**src/rtl/core/ckvt_pkg.sv**
```systemverilog
// Shared types and constants for the command line key/value tokenizer.
// No dependencies.
package ckvt_pkg;

	localparam int MaxResults = 3;
	localparam int CountW     = $clog2(MaxResults + 1);
	localparam int IdxW       = $clog2(MaxResults);

	localparam logic [7:0] CharSpace = 8'h20;
	localparam logic [7:0] CharEqual = 8'h3D;
	localparam logic [7:0] CharQuote = 8'h22;

	typedef enum logic [2:0] {
		KIND_KEY_BYTE   = 3'd0,
		KIND_VALUE_BYTE = 3'd1,
		KIND_KEY_END    = 3'd2,
		KIND_VALUE_END  = 3'd3,
		KIND_LIST_END   = 3'd4
	} kind_t;

	typedef enum logic [2:0] {
		PH_SEEK_KEY   = 3'd0,
		PH_KEY        = 3'd1,
		PH_SEEK_VALUE = 3'd2,
		PH_VALUE      = 3'd3,
		PH_QUOTED     = 3'd4
	} phase_t;

	typedef struct packed {
		kind_t      kind;
		logic [7:0] ch;
		logic       unterm;
		logic       last;
	} result_t;

	typedef struct packed {
		result_t [MaxResults-1:0] entry;
		logic [CountW-1:0]        count;
	} run_t;

	function automatic result_t mk_result(kind_t kind, logic [7:0] ch, logic unterm,
			logic last);
		result_t r;
		r.kind   = kind;
		r.ch     = ((kind == KIND_KEY_BYTE) || (kind == KIND_VALUE_BYTE)) ? ch : 8'h00;
		r.unterm = unterm;
		r.last   = last;
		return r;
	endfunction

endpackage

```
**src/rtl/core/ckvt_decode.sv**
```systemverilog
// Next-phase and result-run decode for one byte or end transaction.
// Depends on ckvt_pkg.
module ckvt_decode import ckvt_pkg::*; (
	input  phase_t     phase,
	input  logic [7:0] char_in,
	input  logic       end_of_line,
	output run_t       run,
	output phase_t     next_phase
);

	always_comb begin
		run        = '0;
		next_phase = phase;
		if (end_of_line) begin
			next_phase = PH_SEEK_KEY;
			case (phase)
				PH_KEY: begin
					run.entry[0] = mk_result(KIND_KEY_END, 8'h00, 1'b0, 1'b0);
					run.entry[1] = mk_result(KIND_VALUE_END, 8'h00, 1'b0, 1'b0);
					run.entry[2] = mk_result(KIND_LIST_END, 8'h00, 1'b0, 1'b1);
					run.count    = CountW'(3);
				end
				PH_SEEK_VALUE, PH_VALUE: begin
					run.entry[0] = mk_result(KIND_VALUE_END, 8'h00, 1'b0, 1'b0);
					run.entry[1] = mk_result(KIND_LIST_END, 8'h00, 1'b0, 1'b1);
					run.count    = CountW'(2);
				end
				PH_QUOTED: begin
					run.entry[0] = mk_result(KIND_VALUE_END, 8'h00, 1'b1, 1'b0);
					run.entry[1] = mk_result(KIND_LIST_END, 8'h00, 1'b0, 1'b1);
					run.count    = CountW'(2);
				end
				default: begin
					run.entry[0] = mk_result(KIND_LIST_END, 8'h00, 1'b0, 1'b1);
					run.count    = CountW'(1);
				end
			endcase
		end else begin
			case (phase)
				PH_KEY: begin
					if (char_in == CharSpace) begin
						run.entry[0] = mk_result(KIND_KEY_END, 8'h00, 1'b0, 1'b0);
						run.entry[1] = mk_result(KIND_VALUE_END, 8'h00, 1'b0, 1'b1);
						run.count    = CountW'(2);
						next_phase   = PH_SEEK_KEY;
					end else if (char_in == CharEqual) begin
						run.entry[0] = mk_result(KIND_KEY_END, 8'h00, 1'b0, 1'b1);
						run.count    = CountW'(1);
						next_phase   = PH_SEEK_VALUE;
					end else begin
						run.entry[0] = mk_result(KIND_KEY_BYTE, char_in, 1'b0, 1'b1);
						run.count    = CountW'(1);
					end
				end
				PH_SEEK_VALUE: begin
					if (char_in == CharSpace) begin
						run.entry[0] = mk_result(KIND_VALUE_END, 8'h00, 1'b0, 1'b1);
						run.count    = CountW'(1);
						next_phase   = PH_SEEK_KEY;
					end else if (char_in == CharQuote) begin
						next_phase   = PH_QUOTED;
					end else begin
						run.entry[0] = mk_result(KIND_VALUE_BYTE, char_in, 1'b0, 1'b1);
						run.count    = CountW'(1);
						next_phase   = PH_VALUE;
					end
				end
				PH_VALUE: begin
					if (char_in == CharSpace) begin
						run.entry[0] = mk_result(KIND_VALUE_END, 8'h00, 1'b0, 1'b1);
						run.count    = CountW'(1);
						next_phase   = PH_SEEK_KEY;
					end else begin
						run.entry[0] = mk_result(KIND_VALUE_BYTE, char_in, 1'b0, 1'b1);
						run.count    = CountW'(1);
					end
				end
				PH_QUOTED: begin
					if (char_in == CharQuote) begin
						run.entry[0] = mk_result(KIND_VALUE_END, 8'h00, 1'b0, 1'b1);
						run.count    = CountW'(1);
						next_phase   = PH_SEEK_KEY;
					end else begin
						run.entry[0] = mk_result(KIND_VALUE_BYTE, char_in, 1'b0, 1'b1);
						run.count    = CountW'(1);
					end
				end
				default: begin
					next_phase = PH_SEEK_KEY;
					if (char_in != CharSpace) begin
						run.entry[0] = mk_result(KIND_KEY_BYTE, char_in, 1'b0, 1'b1);
						run.count    = CountW'(1);
						next_phase   = PH_KEY;
					end
				end
			endcase
		end
	end

endmodule

```
**src/rtl/core/ckvt_emit.sv**
```systemverilog
// Result register: holds one decoded run and hands it out one transaction at a time.
// Depends on ckvt_pkg.
module ckvt_emit import ckvt_pkg::*; (
	input  logic       clk,
	input  logic       arst_n,
	input  logic       load,
	input  run_t       run_in,
	output logic       ready,
	output logic       out_valid,
	input  logic       out_stall,
	output logic [2:0] token_kind,
	output logic [7:0] char_out,
	output logic       unterminated_quote,
	output logic       last_of_run
);

	logic            valid_q;
	logic [IdxW-1:0] idx_q;
	run_t            run_q;
	result_t         cur;
	logic            take;

	assign cur   = run_q.entry[idx_q];
	assign take  = valid_q && !out_stall;
	assign ready = !valid_q || (take && cur.last);

	always_ff @(posedge clk or negedge arst_n) begin
		if (!arst_n) begin
			valid_q <= 1'b0;
			idx_q   <= '0;
		end else if (load && ready && (run_in.count != '0)) begin
			valid_q <= 1'b1;
			idx_q   <= '0;
		end else if (take) begin
			if (cur.last) begin
				valid_q <= 1'b0;
			end else begin
				idx_q <= idx_q + IdxW'(1);
			end
		end
	end

	always_ff @(posedge clk) begin
		if (load && ready && (run_in.count != '0)) begin
			run_q <= run_in;
		end
	end

	assign out_valid          = valid_q;
	assign token_kind         = cur.kind;
	assign char_out           = cur.ch;
	assign unterminated_quote = cur.unterm;
	assign last_of_run        = cur.last;

`ifndef SYNTHESIS
	a_idx_in_run: assert property (@(posedge clk) disable iff (!arst_n)
		valid_q |-> (CountW'(idx_q) < run_q.count))
		else $error("result index beyond run length");
	a_idx_advance: assert property (@(posedge clk) disable iff (!arst_n)
		(take && !cur.last) |=> (valid_q && idx_q == $past(idx_q) + IdxW'(1)))
		else $error("run did not advance to next result");
	a_list_end_last: assert property (@(posedge clk) disable iff (!arst_n)
		(valid_q && cur.kind == KIND_LIST_END) |-> cur.last)
		else $error("list end not last of run");
	a_unterm_kind: assert property (@(posedge clk) disable iff (!arst_n)
		(valid_q && cur.unterm) |-> (cur.kind == KIND_VALUE_END))
		else $error("unterminated quote flag on wrong kind");
`endif

endmodule

```
**src/rtl/core/cmdline_key_value_tokenizer.sv**
```systemverilog
// Top level of the command line key/value tokenizer.
// Depends on ckvt_pkg, ckvt_decode and ckvt_emit.
// Takes one byte transaction per cycle, unless stalled, into an input register, decodes it
// against the parse phase and loads the resulting run of zero to three results into the
// result register. A new transaction stalls while the result register still holds results
// of an earlier run, and loads as the last of them is taken. Spaces separate pairs, the
// first '=' ends a key, double quotes enclose a value; an end transaction flushes the open
// token, closes the list and returns to seeking a key.
module cmdline_key_value_tokenizer import ckvt_pkg::*; (
	input  logic       clk,
	input  logic       arst_n,
	input  logic       in_valid,
	output logic       in_stall,
	input  logic [7:0] char_in,
	input  logic       end_of_line,
	output logic       out_valid,
	input  logic       out_stall,
	output logic [2:0] token_kind,
	output logic [7:0] char_out,
	output logic       unterminated_quote,
	output logic       last_of_run
);

	logic       valid_s1;
	logic [7:0] char_s1;
	logic       eol_s1;
	phase_t     phase_q;
	phase_t     next_phase;
	run_t       run;
	logic       emit_ready;
	logic       advance;

	assign advance  = valid_s1 && emit_ready;
	assign in_stall = valid_s1 && !emit_ready;

	always_ff @(posedge clk or negedge arst_n) begin
		if (!arst_n) begin
			valid_s1 <= 1'b0;
			phase_q  <= PH_SEEK_KEY;
		end else begin
			if (!in_stall) begin
				valid_s1 <= in_valid;
			end
			if (advance) begin
				phase_q <= next_phase;
			end
		end
	end

	always_ff @(posedge clk) begin
		if (in_valid && !in_stall) begin
			char_s1 <= char_in;
			eol_s1  <= end_of_line;
		end
	end

	ckvt_decode u_decode (
		.phase       (phase_q),
		.char_in     (char_s1),
		.end_of_line (eol_s1),
		.run         (run),
		.next_phase  (next_phase)
	);

	ckvt_emit u_emit (
		.clk                (clk),
		.arst_n             (arst_n),
		.load               (valid_s1),
		.run_in             (run),
		.ready              (emit_ready),
		.out_valid          (out_valid),
		.out_stall          (out_stall),
		.token_kind         (token_kind),
		.char_out           (char_out),
		.unterminated_quote (unterminated_quote),
		.last_of_run        (last_of_run)
	);

endmodule

```
**config.mk**
```make
export PLATFORM = sky130hd
export DESIGN_NAME = cmdline_key_value_tokenizer
export DESIGN_NICKNAME = d
export VERILOG_FILES = /design/src/rtl/core/ckvt_pkg.sv /design/src/rtl/core/ckvt_decode.sv /design/src/rtl/core/ckvt_emit.sv /design/src/rtl/core/cmdline_key_value_tokenizer.sv
export SDC_FILE = /design/constraint.sdc
export NUM_CORES = 1
export LEC_CHECK = 0
export BUFFER_PORTS_ARGS = -buffer_cell sky130_fd_sc_hd__buf_2
export CAP_MARGIN = 20
export CORE_MARGIN = 4
export CORE_UTILIZATION = 25
export CTS_BUF_LIST = sky130_fd_sc_hd__clkbuf_2 sky130_fd_sc_hd__clkbuf_4 sky130_fd_sc_hd__clkbuf_8
export CTS_CLUSTER_DIAMETER = 40
export DETAILED_ROUTE_END_ITERATION = 10
export SYNTH_ARGS = -nofsm -noshare
export SYNTH_HDL_FRONTEND = slang
export SYNTH_HIERARCHICAL = 1
export SYNTH_SLANG_ARGS = --single-unit
```
**constraint.sdc**
```tcl
create_clock -name clk -period 3.1 [get_ports clk]
set_input_delay 0.62 -clock clk [delete_from_list [all_inputs] [get_ports clk]]
set_output_delay 0.62 -clock clk [all_outputs]
set_load 0.01 [all_outputs]
```
## Word level (Yosys, flattened, before mapping)

Cells that the tools add are included.

| storage, ports and cells | value |
|---|---|
| output and inout bits | 15 |
| flip-flop bits (word level) | 55 |
| bits of input ports | 13 |

| operators by class | value |
|---|---|
| reduce and logical (&&, ||, !) cells | 19 |
| magnitude comparators | 1 |
| mux-type cells | 31 |
| $add $sub $neg | 1 |
| equality and inequality tests | 12 |

Operators with widths:

| kind | number |
|---|---|
| 15-bit case mux with 4 select lines | 1 |
| 15-bit case mux with 3 select lines | 1 |
| 14-bit two-way mux | 3 |
| 13-bit two-way mux | 3 |
| 12-bit two-way mux | 3 |
| 15-bit two-way mux | 2 |
| 28-bit two-way mux | 1 |
| 13-bit binary-select mux with 2-bit select | 1 |
| 13-bit case mux with 2 select lines | 1 |
| 8-bit by 6-bit == test with 1-bit output (second input constant) | 3 |
| 3-bit two-way mux | 7 |
| 3-bit case mux with 4 select lines | 1 |
| 8-bit by 6-bit inequality test with 1-bit output (second input constant) | 1 |
| 3-bit by 2-bit == test with 1-bit output (second input constant) | 2 |
| 1-bit logical AND | 6 |
| 2-bit two-way mux | 3 |
| 3-bit by 2-bit inequality test with 1-bit output (second input constant) | 2 |
| 2-bit nonzero test | 3 |
| 1-bit logical NOT | 4 |
| 1-bit two-way mux | 4 |
| 4-bit by 2-bit inequality test with 1-bit output (second input constant) | 1 |
| 2-bit AND reduction | 2 |
| 4-bit AND reduction | 1 |
| 3-bit by 1-bit == test with 1-bit output (second input constant) | 1 |
| other kinds (7) | 7 |

## Logic depth before layout (Yosys ltp)

| depth | value |
|---|---|
| depth in word-level cells | 9 |
| depth in mapped cells | 6 |
| gate-level depth less buffers | 6 |

## By module

The synthesis kept the hierarchy.

By module, submodules not included:

| module | sequential area each (um^2) | times used | area each (um^2) | cells an instance |
|---|---|---|---|---|
| ckvt_emit | 1,246.2 | 1 | 1,681.6 | 104 |
| ckvt_decode | 0.0 | 1 | 646.9 | 98 |
| cmdline_key_value_tokenizer | 370.4 | 1 | 430.4 | 21 |

## Least setup slack after synthesis

OpenSTA, ideal clock, no wires.

| path | value |
|---|---|
| kind | reg-to-reg |
| start | register char_s1[2] |
| end | register u_emit/run_q[10] (netlist bit), enable pin |
| data required time | 2.703 ns |
| period minus slack after synthesis | 2.865 ns |
| stages on the path, launching flop included | 7 |
| slack | 0.235 ns |
| arrival time | 2.468 ns |
| buffers on the path | 0 |
| cell sequence | edfxtp_1 > nor4_4 > nand3b_2 > a21oi_2 > o21bai_1 > o21ai_0 > and2b_1 |

RTL lines:

| what | line | source |
|---|---|---|
| start, declared | cmdline_key_value_tokenizer.sv:25 | `logic [7:0] char_s1;` |
| start signal, assigned | cmdline_key_value_tokenizer.sv:52 | `char_s1 <= char_in;` |
| end signal, assigned | ckvt_emit.sv:45 | `run_q <= run_in;` |
| end, declared | ckvt_emit.sv:19 | `run_t run_q;` |

==> reports/qor.yml <==
root_buffer: "clkbuf_8"
regToRegSetupSlack_ns: 0.61
use_met1: 0.108
postCtsSetupBuffers: 0
yosys-mux-area-fraction: 0.0757
grtUsageMet2: 0.117
clkSlewWorstSetupHoldPaths_ns: 0.10
irDropWorstVdd_mv: 0.240
synth_compound_area_frac: 0.0921
drc_errors: 0
grtUsageTotal: 0.0784
setup_violations: 0
path_class: "register to register"
hpwlAfterDp_um: 3400
io_pins: 28
async_flop_share: 0.127
internal_power_mw: 1.63
dp_slack_ns: 0.614
htreeDepth: 2
yosys.area_share.xor_xnor: 0.00317
fin_crit_ns: 2.49
final-seq-area_sq_um: 1620
relSlewSlack: 0.659
crit_slowest_cell: "nor4_4"
swShare: 0.353
r2r_end: "u_emit/run_q[19]"
tightest_slew_ns: 0.508
worstSkewPairLatency_ns: 0.32
post_cts_resized: 0
viasPerCell: 4.09
fill_cells: 1140
synth_edf_count: 48
multi_input_area_sq_um: 967
synth-simple-area-share: 0.152
drive_gt1_frac: 0.215
slew_violations: 0
syn_inst: 223
ant_nets: 0
yosysWarnings: 6
wl_um: 4740
crit_chain: "nor4_4 > nand3b_2 > a21oi_2 > o21bai_1 > o21ai_0 > and2b_1 > buf_12"
final_nets: 263
crit_path_max_incr_delay_ns: 0.48
setup_ws_ns: 0.608
worstPathRequired_ns: 3.11
ys_seq_area_frac: 0.586
r2r_cells: 7
cts_sinks: 55
syn_to_final_growth_pct: 10.7
grt_pass1_vias: 1562
dr.pass1.iters: 4
reg2reg_from: "char_s1[2]"
cp_max_fo: 39
period_share: 0.804
gr-max-usage-layer: "met2"
grt_overflow: 0
portBuffers: 27
comb_power_share: 0.341
wire_per_inst_um: 12.1
die_w_um: 113
synth_area_sq_um: 2760
synth-seq-cells: 55
grt_use_met3: 0.0257
synth_fa_ha_area_frac: 0
min_path_type: "input port to async pin"
cts_tree: "yes"
max_freq_mhz: 401
seqPwrFrac: 0.497
whs_ns: 0.109
num_vias: 1598
grt_first_pass_wirelength_um: 7880
fin_worst_skew_ns: 0.0112
drv_cap: 0
core_area_sq_um: 10800
fin_tns_setup_ns: 0
status: "finished, final reports clean"
start_kind: "register"
die_y_um: 113
avgSynthCellArea_sq_um: 12.4
arrival_ns: 2.50
fp.dieArea_sq_um: 12800
synth_top_family_by_area: "simple AND/OR/NAND/NOR gates"
start_util: 0.255
p_per_area_nw_per_um2: 826
power_switching_uw: 890
hold_viol_final: 0
utilization: 0.282
place_congestion: 0.811
synth_cell_types: 53
clock_path_buffers: 2
leakage_nw: 1.13
rsz0062_at_grt: "false"
synth_ff_type: "edfxtp_1"
clockPowerShare: 0.163
cts_hold_buf: 0
end_kind: "register"
antenna_cells: 0
antenna_found_initial: 0
rows: 38
cts_made_buffers: 5
drtIter0Drc: 93
grt_max_degree: 40
[routing by layer]
layer	wire length, um	share of wire
met5	0	0
met4	59	0.012
met3	227	0.048
met2	2190	0.46
met1	2260	0.48
[cell families (layout without fill, tap and decap cells)]
family / count (synthesis) / count (layout)
compound gates: 38 / 38
xor+xnor: 1 / 1
buf+inv: 36 / 45
flops: 55 / 55
mux: 20 / 20
other cells: 1 / 20
simple gates: 72 / 72
[registers in the layout, summed over array words and instances, names as in the netlist]
register          count
u_emit/run_q         39
char_s1               8
phase_q               3
u_emit/idx_q          2
eol_s1                1
u_emit/out_valid      1
valid_s1              1
[power groups by stage]
stage	clock [mW]	combinational (mW)	sequential [mW]
2_1_floorplan	0	0.648	1.22
3_3_place_gp	0	0.879	1.27
3_5_place_dp	0	0.884	1.27
4_1_cts	0.428	0.887	1.26
5_1_grt	0.462	0.960	1.28
6_report	0.410	0.859	1.25
[cells in the mapped netlist (3+ instances only)]
| library cell | number | share of area |
|---|---|---|
| edfxtp_1 | 48 | 0.52 |
| buf_4 | 23 | 0.063 |
| nand2_1 | 22 | 0.030 |
| mux2i_1 | 16 | 0.058 |
| o21ai_0 | 14 | 0.025 |
| nor2_1 | 11 | 0.015 |
| dfrtp_1 | 7 | 0.063 |
| nor2b_1 | 6 | 0.014 |
| a21oi_1 | 5 | 0.0091 |
| and2_1 | 5 | 0.011 |
| inv_1 | 5 | 0.0068 |
| nand2b_1 | 5 | 0.011 |
| nor3_1 | 4 | 0.0073 |
| buf_6 | 3 | 0.012 |
| clkbuf_1 | 3 | 0.0041 |
| mux2_2 | 3 | 0.012 |
[through the flow]
step | cell area (sq um) | instances | total power [mW]
final | 3050 | 391 | 2.52
after floorplan | 2830 | 242 | 1.87
after detailed placement | 2960 | 383 | 2.16
after global placement | 2960 | 383 | 2.14
after CTS | 3050 | 391 | 2.57
after global routing | 3050 | 391 | 2.71
[critical path, delay by kind of cell, from the launching register on]
kind | cells | cell delay, ns
DFF | 1 | 0.46
and+or+nand+nor | 3 | 0.96
AOI/OAI and AO/OA | 3 | 0.52
buffers and inverters | 1 | 0.22
[worst max-delay path by stage]
stage	cells past startpoint	start	slack, ns	end
CTS	5	u_emit/idx_q[0]	0.55	char_out[1]
finish	7	char_s1[2]	0.61	u_emit/run_q[19]
global placement	7	char_s1[2]	0.69	u_emit/run_q[30]
detailed placement	7	char_s1[2]	0.61	u_emit/run_q[33]
global route	7	char_s1[2]	0.42	u_emit/run_q[9]
floorplan	6	char_s1[2]	0.23	u_emit/run_q[10]
[area by class of cell]
cell class,count,share of cell area
Clock inverter,3,0.00737
Inverter,5,0.00615
Timing Repair Buffer,32,0.0606
Clock buffer,5,0.0225
Sequential cell,55,0.529
Multi-Input combinational cell,151,0.317
Tap cell,140,0.0574
[cells in the final DEF, fill, tap and decap left out, drive strengths merged, types with 3 or more instances in the layout]
cell and count:
buf 32, nand2 22, conb 20, nor2b 7
mux2i 16, o21ai 16, dfrtp 7, nand2b 5
a21oi 6, clkbuf 5, nor3 4, edfxtp 48
inv 6, nand3 3, and2 5, nor2 12
mux2 4
Note: power is estimated with default switching activity, not from simulation.
